--- config.mk ---
export PLATFORM = sky130hd
export DESIGN_NAME = tmft_cell
export DESIGN_NICKNAME = d
export VERILOG_FILES = /design/src/rtl/core/tmft_pkg.sv /design/src/rtl/core/tmft_cell.sv
export SDC_FILE = /design/constraint.sdc
export NUM_CORES = 1
export LEC_CHECK = 0
export ABC_CLOCK_PERIOD_IN_PS = 9650
export BUFFER_PORTS_ARGS = -buffer_cell sky130_fd_sc_hd__buf_2
export CORE_AREA = 8 8 192 194
export CTS_CLUSTER_DIAMETER = 30
export DETAILED_ROUTE_END_ITERATION = 12
export DIE_AREA = 0 0 200 202
export HOLD_SLACK_MARGIN = 0.02
export PLACE_DENSITY = 0.54
export SYNTH_ARGS = -nofsm -noshare
export SYNTH_HDL_FRONTEND = slang
export SYNTH_SLANG_ARGS = --single-unit
--- constraint.sdc ---
create_clock -name clk_i -period 9.65 [get_ports clk_i]
set_clock_uncertainty 0.05 [all_clocks]
set_input_delay 0.4825 -clock clk_i [delete_from_list [all_inputs] [get_ports clk_i]]
set_output_delay 0.4825 -clock clk_i [all_outputs]
set_load 0.005 [all_outputs]
--- src/rtl/core/tmft_pkg.sv ---
// tmft_pkg: shared types and constants of the tetrahedral mesh facet table
// used by tmft_prep, tmft_cell and tetra_mesh_facet_table_top; no dependencies
`default_nettype none

package tmft_pkg;

  // default sizing
  localparam int unsigned TMFT_DEPTH_DEF = 256;
  localparam int unsigned TMFT_VB_DEF    = 32;

  // fixed field widths of the ports
  localparam int unsigned FIELD_W     = 32;
  localparam int unsigned READ_IDX_W  = 8;
  localparam int unsigned COUNT_OUT_W = 9;
  localparam int unsigned CMD_W       = 2;
  localparam int unsigned MODE_W      = 2;
  localparam int unsigned STATUS_W    = 2;

  // command codes
  typedef enum logic [CMD_W-1:0] {
    CMD_CLEAR = 2'd0,
    CMD_ADD   = 2'd1,
    CMD_READ  = 2'd2
  } cmd_e;

  // facet mode codes, the unused code acts as boundary mode
  typedef enum logic [MODE_W-1:0] {
    MODE_UNORIENTED = 2'd0,
    MODE_ORIENTED   = 2'd1,
    MODE_BOUNDARY   = 2'd2
  } mode_e;

  // result status codes
  typedef enum logic [STATUS_W-1:0] {
    STATUS_OK      = 2'd0,
    STATUS_DROPPED = 2'd1,
    STATUS_RANGE   = 2'd2
  } status_e;

  // position of a vertex inside a facet triple
  typedef logic [1:0] slot_t;
  localparam slot_t SLOT_FIRST  = 2'd0;
  localparam slot_t SLOT_SECOND = 2'd1;
  localparam slot_t SLOT_THIRD  = 2'd2;

  // what a cell loads at the next edge
  typedef enum logic [1:0] {
    CELL_HOLD       = 2'd0,
    CELL_TAKE_LEFT  = 2'd1,
    CELL_TAKE_NEW   = 2'd2,
    CELL_TAKE_RIGHT = 2'd3
  } cell_op_e;

  // per-cell control from the row controller
  typedef struct packed {
    cell_op_e op;
    logic     oriented;
  } cell_ctrl_t;

  // sequencer states
  typedef enum logic [1:0] {
    ST_IDLE  = 2'd0,
    ST_PREP  = 2'd1,
    ST_APPLY = 2'd2,
    ST_RESP  = 2'd3
  } state_e;

endpackage

`default_nettype wire

--- src/rtl/core/tmft_cell.sv ---
// tmft_cell: one slot of the ordered facet row; holds a facet and its sort
// permutation, compares its key with the broadcast facet; uses tmft_pkg
`default_nettype none

module tmft_cell #(
  parameter int unsigned VERTEX_BITS = tmft_pkg::TMFT_VB_DEF
) (
  input  logic                                clk_i,
  input  tmft_pkg::cell_ctrl_t                ctrl_i,
  input  logic [2:0][VERTEX_BITS-1:0]         new_raw_i,
  input  tmft_pkg::slot_t [2:0]               new_perm_i,
  input  logic [2:0][VERTEX_BITS-1:0]         left_raw_i,
  input  tmft_pkg::slot_t [2:0]               left_perm_i,
  input  logic [2:0][VERTEX_BITS-1:0]         right_raw_i,
  input  tmft_pkg::slot_t [2:0]               right_perm_i,
  input  logic [2:0][VERTEX_BITS-1:0]         t_key_i,
  output logic [2:0][VERTEX_BITS-1:0]         raw_o,
  output tmft_pkg::slot_t [2:0]               perm_o,
  output logic                                gt_o,
  output logic                                eq_o
);
  import tmft_pkg::*;

  logic [2:0][VERTEX_BITS-1:0] raw_q;
  slot_t [2:0]                 perm_q;
  logic [2:0][VERTEX_BITS-1:0] sorted;
  logic [2:0][VERTEX_BITS-1:0] key;
  logic [3*VERTEX_BITS-1:0]    key_cat, t_cat;

  // sorted key rebuilt from the stored permutation
  always_comb begin
    for (int k = 0; k < 3; k++) begin
      case (perm_q[k])
        SLOT_SECOND: sorted[k] = raw_q[1];
        SLOT_THIRD:  sorted[k] = raw_q[2];
        default:     sorted[k] = raw_q[0];
      endcase
    end
  end

  // lexicographic compare, first vertex most significant
  assign key     = ctrl_i.oriented ? raw_q : sorted;
  assign key_cat = {key[0], key[1], key[2]};
  assign t_cat   = {t_key_i[0], t_key_i[1], t_key_i[2]};
  assign gt_o    = key_cat > t_cat;
  assign eq_o    = key_cat == t_cat;

  // shift, load or hold
  always_ff @(posedge clk_i) begin
    unique case (ctrl_i.op)
      CELL_HOLD: begin
        raw_q  <= raw_q;
        perm_q <= perm_q;
      end
      CELL_TAKE_LEFT: begin
        raw_q  <= left_raw_i;
        perm_q <= left_perm_i;
      end
      CELL_TAKE_NEW: begin
        raw_q  <= new_raw_i;
        perm_q <= new_perm_i;
      end
      CELL_TAKE_RIGHT: begin
        raw_q  <= right_raw_i;
        perm_q <= right_perm_i;
      end
    endcase
  end

  assign raw_o  = raw_q;
  assign perm_o = perm_q;

endmodule

`default_nettype wire

## Yosys cells after proc, flatten, opt, wreduce, memory -nomap -nowiden

Cells that the tools add are included.

- Word-level logic and storage cells: 24
- Output and inout bits: 104
- Input bits: 406
- Flip-flop bits (word level): 102

- Eq/ne operators: 10
- Reductions and logical operators: 1
- Order comparisons: 1
- Multiplexer cells: 6

Operators with widths:

| operator | count |
|---|---|
| $pmux W96 S3 | 1 |
| $pmux W32 S2 | 3 |
| $eq A96 B96 Y1 | 1 |
| $gt A96 B96 Y1 | 1 |
| $mux W96 | 1 |
| $pmux W6 S3 | 1 |
| $eq A2 B2 Y1 const B | 5 |
| $eq A2 B1 Y1 const B | 4 |
| $logic_not A2 Y1 | 1 |

## Longest topological paths before layout

Gate-level depths: netlist of the first run.

- Word-level depth: 4
- Mapped depth: 16
- Mapped depth without buffers: 14

## Worst setup path before layout of the first run

OpenSTA, ideal clock, no wires.

- Path kind: register to output
- From: register perm_q (netlist bit perm_o[3])
- To: output port gt_o
- Arrival: 3050 ps
- Path slack: 6067 ps
- Stages on the path, launching flop included: 15
- Path through: edfxtp_1 ha_1 clkbuf_1 inv_1 a21o_1 clkbuf_1 nand2_1 o21ai_0 ha_1 nand4_2 nor4_1 nand2_1 or3_1 o21a_1 a21oi_2

- Longest elaborated chain between the ends: 4

RTL lines:

| element | RTL line | RTL |
|---|---|---|
| start: declaration | tmft_cell.sv:25 | `slot_t [2:0] perm_q;` |
| start signal: assignment | tmft_cell.sv:53 | `perm_q <= perm_q;` |
| start signal: assignment | tmft_cell.sv:57 | `perm_q <= left_perm_i;` |
| start signal: assignment | tmft_cell.sv:61 | `perm_q <= new_perm_i;` |
| $eq A2 B2 Y1 / $eq A2 B1 Y1 (equally long branches) | tmft_cell.sv:33 | `case (perm_q[k])` |
| $pmux W32 S2 * | tmft_cell.sv:33 |  |
| $mux W96 * | tmft_cell.sv:42 | `assign key = ctrl_i.oriented ? raw_q : sorted;` |
| $gt A96 B96 Y1 * | tmft_cell.sv:45 | `assign gt_o = key_cat > t_cat;` |
| end: declaration | tmft_cell.sv:19 | `output logic gt_o,` |

Every way passes the cells marked *; elsewhere a longest branch is shown, timed or not.

## Worst setup path in the final report of the first run

Ends and elaborated chain as after synthesis.

==> results of run 1 <==
## sequential cells by signal, summed over array words and instances (netlist names)
name / count
raw_o: 96
perm_o: 6
## layout make-up
cell class                      count  area, sq um  share of cell area (%)
Tap cell                          455        569.3                   4.418
Inverter                          104        390.4                   3.030
Multi-Input combinational cell    882         5941                   46.11
Antenna cell                        2        5.005                 0.03884
Sequential cell                   102         3063                   23.77
Clock inverter                      7        63.81                  0.4952
Timing Repair Buffer              518         2628                   20.39
Clock buffer                        9        225.2                   1.748
## power by group through the flow
stage	Combinational (mW)	Sequential (mW)	Clock, mW
3_5_place_dp	0.686	0.644	0
5_1_grt	0.774	0.643	0.401
3_3_place_gp	0.669	0.646	0
2_1_floorplan	0.404	0.612	0
6_report	0.687	0.635	0.374
4_1_cts	0.689	0.635	0.388
## worst paths after layout
check / from / to / slack (ps) / depth (start not counted)
worst max-delay path: perm_o[3] / gt_o / 3820 / 14
worst min-delay path: left_raw_i[56] / raw_o[56] / 380 / 3
## per-stage QoR
step / utilization, % / hold slack, ps / cells / cell area (sq um) / setup WS [ps]
floorplan: - / 658.1 / 1168 / 9681 / 6067
global placement: 37.09 / 756.7 / 2061 / 12590 / 4232
detailed placement: 37.09 / 756.0 / 2061 / 12590 / 4154
CTS: 37.94 / 354.5 / 2077 / 12880 / 3702
global route: 37.96 / 369.9 / 2079 / 12880 / 3390
finish: 37.96 / 381.8 / 2079 / 12880 / 3824
## placed cells by master (no fill, tap or decap), drive strengths merged, types with 3 or more instances in the layout
cell and count:
buf 518, a21oi 172, nor2 110, inv 109
o21ai 106, mux2i 102, edfxtp 102, ha 102
a22oi 94, nand2 87, and3 34, nand4 16
a21o 10, nand3 10, clkbuf 9, a211oi 5
nor4 5, o21a 4, nor2b 4, a221o 3
a221oi 3, or2 3
## critical path: stages, from the launching register on
cell and delay (ps):
edfxtp_1 420, ha_2 820, inv_1 680, a21o_1 340, buf_4 250, nand2_1 110, o21ai_0 90, ha_1 360
nand4_2 180, nor4_1 480, nand2_1 120, or3_1 400, o21a_1 210, a21oi_2 270, buf_2 180
## logic make-up after synthesis
family	count (synthesis)	synth area share [%]
fa+ha+maj	102	13.18
compound gates	403	24.31
simple gates	275	13.04
flops	102	31.64
mux	102	10.55
buf+inv	184	7.277
## per-layer routing
metal / vias up / track usage (%) / part of all wire, % / wire length, um
met4: 2 / 4.625 / 1.6 / 671
met5: - / 0 / 0.030 / 13
met1: 4884 / 24.78 / 41 / 17770
met2: 446 / 35.75 / 50 / 21310
met3: 43 / 3.959 / 7.5 / 3230
li1: 5180 / - / - / -
==> results.cfg, run 1 <==
[pwr]
static-leakage-power_nw = 6.569
power_frac_seq_pct = 37.5
pwr-share-clk_pct = 22.0
power.switching_uw = 662.5
total_power_mw = 1.696
pwr_density_cell_mw_per_mm2 = 131.6
switching_share_pct = 39.07
p_int_mw = 1.033
peakVddDrop_mv = 0.08487
comb_power_share_pct = 40.5

[critical_path]
worstPathRequired_ps = 9120
crit_path_end_kind = output port
crit_fanout = 33
cp.arrival_ps = 5290
start_kind = flop
path_class = reg -> out

[logic_synthesis]
synthCells = 1168
synth-edff-count = 102
synthFlopType = edfxtp_1
ys_top_cells_by_count = 171 x a21oi_1, 110 x nor2_1, 104 x inv_1
synth_warnings = 0
async_reset_ff_share_pct = 0
ys_seq_area_share_pct = 31.64
syn_area_per_cell_sq_um = 8.288
ys_ff_latch = 102
syn-num-nets = 1676
ys_top_cells_by_area = edfxtp_1 32%, ha_1 13%, mux2i_1 11%, a21oi_1 8.8%, a22oi_1 7.3%
syn_area_sq_mm = 0.009681
yosysMostFrequentCell = a21oi_1
synth_area_leader_cell = edfxtp_1
synth_cell_type_count = 41
synth_top_area_share_pct = 31.64

[route]
drc_errors = 0
dr.pass1.iters = 5
routed_wl_um = 43000
vias = 10555
wl_per_cell_um = 20.68
drt_iter0_markers = 576
via_per_inst = 5.077
postRouteAntennaNets = 0

[layout]
drive_gt1_share_pct = 33.79
fillers = 3561
final_nets = 2125
area_growth_pct = 33.10

[cts]
cts.sinks = 102
cts-resized-gates = 0
htree_levels = 3
cts_buffers = 9
holdBufCountCts = 0
cts_root_buf = clkbuf_16
clockBufferDepth = 2
clk_pin_slew_ps = 80
cts_tree = built
post_cts_buffers = 0

[sta]
post-route-period-util_pct = 60.38
grt_setup_unrepaired = no
max_freq_ghz = 0.1716
finalSetupTns_ps = 0
hold_violations = 0
finalSetupViolCount = 0
slew_headroom_pct = 28.55
worst_pin_slew_ps = 1072
finalMaxSlewViolations = 0
fin_crit_ps = 5826

[floorplanning]
start_util_pct = 28.52
coreArea_sq_mm = 0.03395
die_w_um = 200
dieArea_sq_mm = 0.04040
io_pins = 510
die_y_um = 202
rows = 68

[placement]
port_buffers = 509
post-dp-hpwl_um = 35010
gp_congestion = 0.8302

[flow_run]
maxCapViolCount = 0

[hold_path]
worstHoldPathType = in -> reg

[run_status]
status = finished clean

[global_route]
grt_pass1_vias = 10809
grt_pass1_wl_um = 63120
grt_usage_pct = 20.22
grt_start_max_net_pins = 79
antenna_found_initial = 3
grt.overflow.total = 0
Note: power is estimated with default switching activity, not from simulation.
==> run 2: changes to the inputs <==
--- a/config.mk
+++ b/config.mk
@@ -5,7 +5,7 @@
 export SDC_FILE = /design/constraint.sdc
 export NUM_CORES = 1
 export LEC_CHECK = 0
-export ABC_CLOCK_PERIOD_IN_PS = 9650
+export ABC_CLOCK_PERIOD_IN_PS = 5400
 export BUFFER_PORTS_ARGS = -buffer_cell sky130_fd_sc_hd__buf_2
 export CORE_AREA = 8 8 192 194
 export CTS_CLUSTER_DIAMETER = 30
==> constraint.sdc (replaced) <==
create_clock -name clk_i -period 5.4 [get_ports clk_i]
set_clock_uncertainty 0.05 [all_clocks]
set_input_delay 0.27 -clock clk_i [delete_from_list [all_inputs] [get_ports clk_i]]
set_output_delay 0.27 -clock clk_i [all_outputs]
set_load 0.005 [all_outputs]
==> run 2 against run 1 <==
Sequential power is 78% higher; critical path depth fell by 3; critical path type unchanged; die area unchanged; final area rose by 0.20%; global-route usage barely moved; first-iteration DRC count grew 11%; hold slack got worse by 220 ps.
==> results.cfg, run 2 (same netlist as run 1, synthesis figures left out) <==
[run_status]
status = finished clean

[route]
postRouteAntennaNets = 0
vias = 10543
drt_iter0_markers = 640
via_per_inst = 5.069
dr.pass1.iters = 6
wl_per_cell_um = 20.53
routed_wl_um = 42700
drc_errors = 0

[cts]
post_cts_buffers = 0
clockBufferDepth = 2
holdBufCountCts = 0
cts_buffers = 9
cts_root_buf = clkbuf_16
cts_tree = built
htree_levels = 3
cts-resized-gates = 0
cts.sinks = 102
clk_pin_slew_ps = 70

[hold_path]
worstHoldPathType = in -> reg
min_from = left_raw_i[74]
hold_end = raw_o[74]
min_path_cells = 3

[layout]
final_common_cell = buf_2
final_nets = 2126
layout_common_cells = 507 x buf_2, 171 x a21oi_1, 110 x nor2_1, 104 x inv_1
final_util_pct = 38.03
drive_gt1_share_pct = 33.66
largest_reg_flops = 96
fillers = 3589
area_growth_pct = 33.37

[critical_path]
worstPathRequired_ps = 5080
path_class = reg -> out
crit_path_end_kind = output port
cp.arrival_ps = 4630
crit_fanout = 64
start_kind = flop

[global_route]
grt.overflow.total = 0
grt_usage_pct = 20.22
grt_pass1_vias = 10896
grt_start_max_net_pins = 128
antenna_found_initial = 5
grt_pass1_wl_um = 62830

[floorplanning]
die_w_um = 200
dieArea_sq_mm = 0.04040
start_util_pct = 28.52
die_y_um = 202
coreArea_sq_mm = 0.03395
rows = 68
io_pins = 510

[placement]
port_buffers = 509
post-dp-hpwl_um = 34580
gp_congestion = 0.8220
pre_cts_slack_ps = 733.6

[sta]
fin_ws_ps = 451.5
hold_violations = 0
fin_crit_ps = 4948
finalSetupViolCount = 0
slew_headroom_pct = 25.44
post-route-period-util_pct = 91.64
finalMaxSlewViolations = 0
max_freq_ghz = 0.2021
finalSetupTns_ps = 0
worst_pin_slew_ps = 1118
grt_setup_unrepaired = no

[pwr]
pwr_density_cell_mw_per_mm2 = 234.5
static-leakage-power_nw = 6.577
peakVddDrop_mv = 0.1551

[flow_run]
maxCapViolCount = 0
[run 2: per-stage QoR]
step	total power, mW	cells	cell area (sq um)	hold slack (ps)
2_1_floorplan	1.816	1168	9681	445.6
3_3_place_gp	2.360	2062	12620	540.4
3_5_place_dp	2.388	2062	12620	544.2
4_1_cts	3.058	2077	12900	136.5
5_1_grt	3.245	2079	12910	149.3
6_report	3.028	2080	12910	156.8
[run 2: how the worst max path moves through the flow]
| stage | slack, ps | to | depth (start not counted) | startpoint |
|---|---|---|---|---|
| final | 450 | gt_o | 11 | perm_o[1] |
| after global routing | 110 | gt_o | 12 | perm_o[0] |
| after CTS | 310 | gt_o | 11 | perm_o[1] |
| after detailed placement | 730 | gt_o | 11 | perm_o[1] |
| after global placement | 790 | gt_o | 11 | perm_o[1] |
| after floorplan | 2030 | gt_o | 14 | perm_o[3] |
[run 2: cell type report]
class                           count  area [sq um]  area share, %
Multi-Input combinational cell    882          5941          46.01
Antenna cell                        3         7.507        0.05815
Timing Repair Buffer              519          2660          20.60
Tap cell                          455         569.3          4.409
Clock buffer                       10         229.0          1.773
Sequential cell                   102          3063          23.72
Inverter                          104         390.4          3.024
Clock inverter                      5         51.30         0.3973
[run 2: worst max-delay path, stage by stage, from the launching register on]
cell      delay, ps
edfxtp_1        420
ha_2            330
or2_2           850
o21ai_0         340
ha_1            370
nand4_1         240
nor4_4          460
nand3_1         190
or3_1           430
o21a_1          210
a21oi_2         210
buf_2           190
[run 2: report_power, final]
group / switching, mW / internal [mW] / leakage, nW / total, mW
sequential: 0.141 / 0.989 / 1.03 / 1.13
combinational: 0.704 / 0.538 / 5.41 / 1.24
clock: 0.302 / 0.354 / 0.137 / 0.656
total: 1.15 / 1.88 / 6.58 / 3.03
[run 2: metal layers]
layer	global-route usage [%]	vias up	routed length (um)
li1	-	5176	-
met1	24.39	4867	17340
met2	34.75	453	20920
met3	5.373	43	3736
met4	5.572	4	675
met5	0	-	23
==> run 3: changes to the inputs <==
--- a/config.mk
+++ b/config.mk
@@ -8,6 +8,7 @@
 export ABC_CLOCK_PERIOD_IN_PS = 5400
 export BUFFER_PORTS_ARGS = -buffer_cell sky130_fd_sc_hd__buf_2
 export CORE_AREA = 8 8 192 194
+export CTS_BUF_LIST = sky130_fd_sc_hd__clkbuf_4 sky130_fd_sc_hd__clkbuf_8 sky130_fd_sc_hd__clkbuf_16
 export CTS_CLUSTER_DIAMETER = 30
 export DETAILED_ROUTE_END_ITERATION = 12
 export DIE_AREA = 0 0 200 202
==> run 3 against run 2 <==
First-iteration DRC count rose by 2.3%; utilization barely moved; die area did not move; hold slack improved by 0.87 ps; via count barely moved; sequential power barely moved; clock-buffer cell count did not move; critical path type unchanged; highest routed layer unchanged.
==> results.cfg, run 3 (same netlist as run 1, synthesis figures left out) <==
[cts]
cts-resized-gates = 0
cts_root_buf = clkbuf_16
holdBufCountCts = 0
cts_tree = built
post_cts_buffers = 0
cts_buffers = 9
clockBufferDepth = 2
cts.sinks = 102
clk_pin_slew_ps = 70
htree_levels = 3

[critical_path]
crit_cells = 11
crit_path_end_kind = output port
cp-startpoint = perm_o[1]
start_kind = flop
cpMaxStageDelayCell = or2_2
critical-path-top-delay-family = simple AND/OR/NAND/NOR gates
cp.arrival_ps = 4630
path_class = reg -> out
endpoint = gt_o
worstPathRequired_ps = 5080
crit_fanout = 64
crit_buf_inv = 1
slowest_delay_ps = 840
crit_chain = ha_2 -> or2_2 -> o21ai_0 -> ha_1 -> nand4_1 -> nor4_4 -> nand3_1 -> or3_1 -> o21a_1 -> a21oi_2 -> buf_2

[sta]
hold_violations = 0
max_freq_ghz = 0.2020
slew_headroom_pct = 25.65
finalSetupViolCount = 0
finalMaxSlewViolations = 0
finalSetupTns_ps = 0
post-route-period-util_pct = 91.68
grt_setup_unrepaired = no
worst_pin_slew_ps = 1115
fin_crit_ps = 4950

[pwr]
peakVddDrop_mv = 0.1548
power.switching_mw = 1.147
power_frac_seq_pct = 37.2
p_int_mw = 1.886
static-leakage-power_nw = 6.580
switching_share_pct = 37.83
pwr-share-clk_pct = 21.8
comb_power_share_pct = 41.0
pwr_density_cell_mw_per_mm2 = 234.9

[layout]
register_area_sq_mm = 0.003063
multi_input_area_sq_mm = 0.005941
drive_gt1_share_pct = 33.72
layout_common_cells = 507 x buf_2, 171 x a21oi_1, 110 x nor2_1, 104 x inv_1
fillers = 3589
final_common_cell = buf_2
final_nets = 2126
final_cell_count_no_fill = 2080
area_growth_pct = 33.41
largest_reg_flops = 96

[floorplanning]
rows = 68
coreArea_sq_mm = 0.03395
die_y_um = 202
dieArea_sq_mm = 0.04040
start_util_pct = 28.52
die_w_um = 200
io_pins = 510

[route]
wl_per_cell_um = 20.50
drt_iter0_markers = 655
vias = 10540
drc_errors = 0
routed_wl_um = 42640
postRouteAntennaNets = 0
dr.pass1.iters = 6
via_per_inst = 5.067

[hold_path]
min_path_cells = 3
worstHoldPathType = in -> reg

[placement]
post-dp-hpwl_um = 34580
dp_cells = 2062
port_buffers = 509
gp_congestion = 0.8220

[global_route]
grt_start_max_net_pins = 128
grt.overflow.total = 0
grt_usage_pct = 20.22
antenna_found_initial = 5
grt_pass1_wl_um = 62850
grt_pass1_vias = 10897

[run_status]
status = finished clean

[flow_run]
maxCapViolCount = 0
## run 3: cell count changes in the layout (fill, tap and decap cells not counted)
| cell | change |
|---|---|
| clkbuf_4 | +1 |
| clkbuf_1 | -1 |
## run 3: tightest hold or removal path, cell delays in order
cell and delay, ps:
buf_2 80, nor2_1 30, a21oi_1 90
## run 3: power groups by stage
stage               combinational, mW  sequential [mW]  clock, mW
CTS                              1.25             1.13      0.686
finish                           1.24             1.13      0.661
global route                     1.39             1.14      0.712
detailed placement               1.24             1.15          0
floorplan                       0.722             1.09          0
global placement                 1.21             1.15          0
## run 3: routing by layer
metal / track usage [%] / vias up / share of wire (%)
met5: 0 / - / 0.054
met4: 5.572 / 4 / 1.6
met3: 5.373 / 42 / 9.0
met2: 34.78 / 466 / 49
met1: 24.37 / 4856 / 40
li1: - / 5172 / -
## run 3: worst min path at each step
stage,start,endpoint
finish,left_raw_i[74],raw_o[74]
global route,left_raw_i[74],raw_o[74]
CTS,left_raw_i[8],raw_o[8]
detailed placement,left_raw_i[14],raw_o[14]
global placement,left_raw_i[37],raw_o[37]
floorplan,left_perm_i[5],perm_o[5]
## run 3: final cells by class
cell class	count	share of cell area, %
multi-input combinational	882	46.00
sequential	102	23.72
timing repair buffer	519	20.60
tap	455	4.408
inverter	104	3.023
clock buffer	10	1.802
clock inverter	5	0.3972
antenna	3	0.05813
## run 3: per-stage QoR
| step | setup slack [ps] | hold WS (ps) | total power [mW] | area, sq um | util (%) |
|---|---|---|---|---|---|
| final | 449.5 | 157.7 | 3.033 | 12910 | 38.04 |
| after global routing | 112.1 | 149.3 | 3.249 | 12910 | 38.04 |
| after floorplan | 2030 | 445.6 | 1.816 | 9681 | - |
| after CTS | 314.6 | 136.5 | 3.063 | 12910 | 38.02 |
| after global placement | 787.3 | 540.4 | 2.360 | 12620 | 37.18 |
| after detailed placement | 733.6 | 544.2 | 2.388 | 12620 | 37.18 |
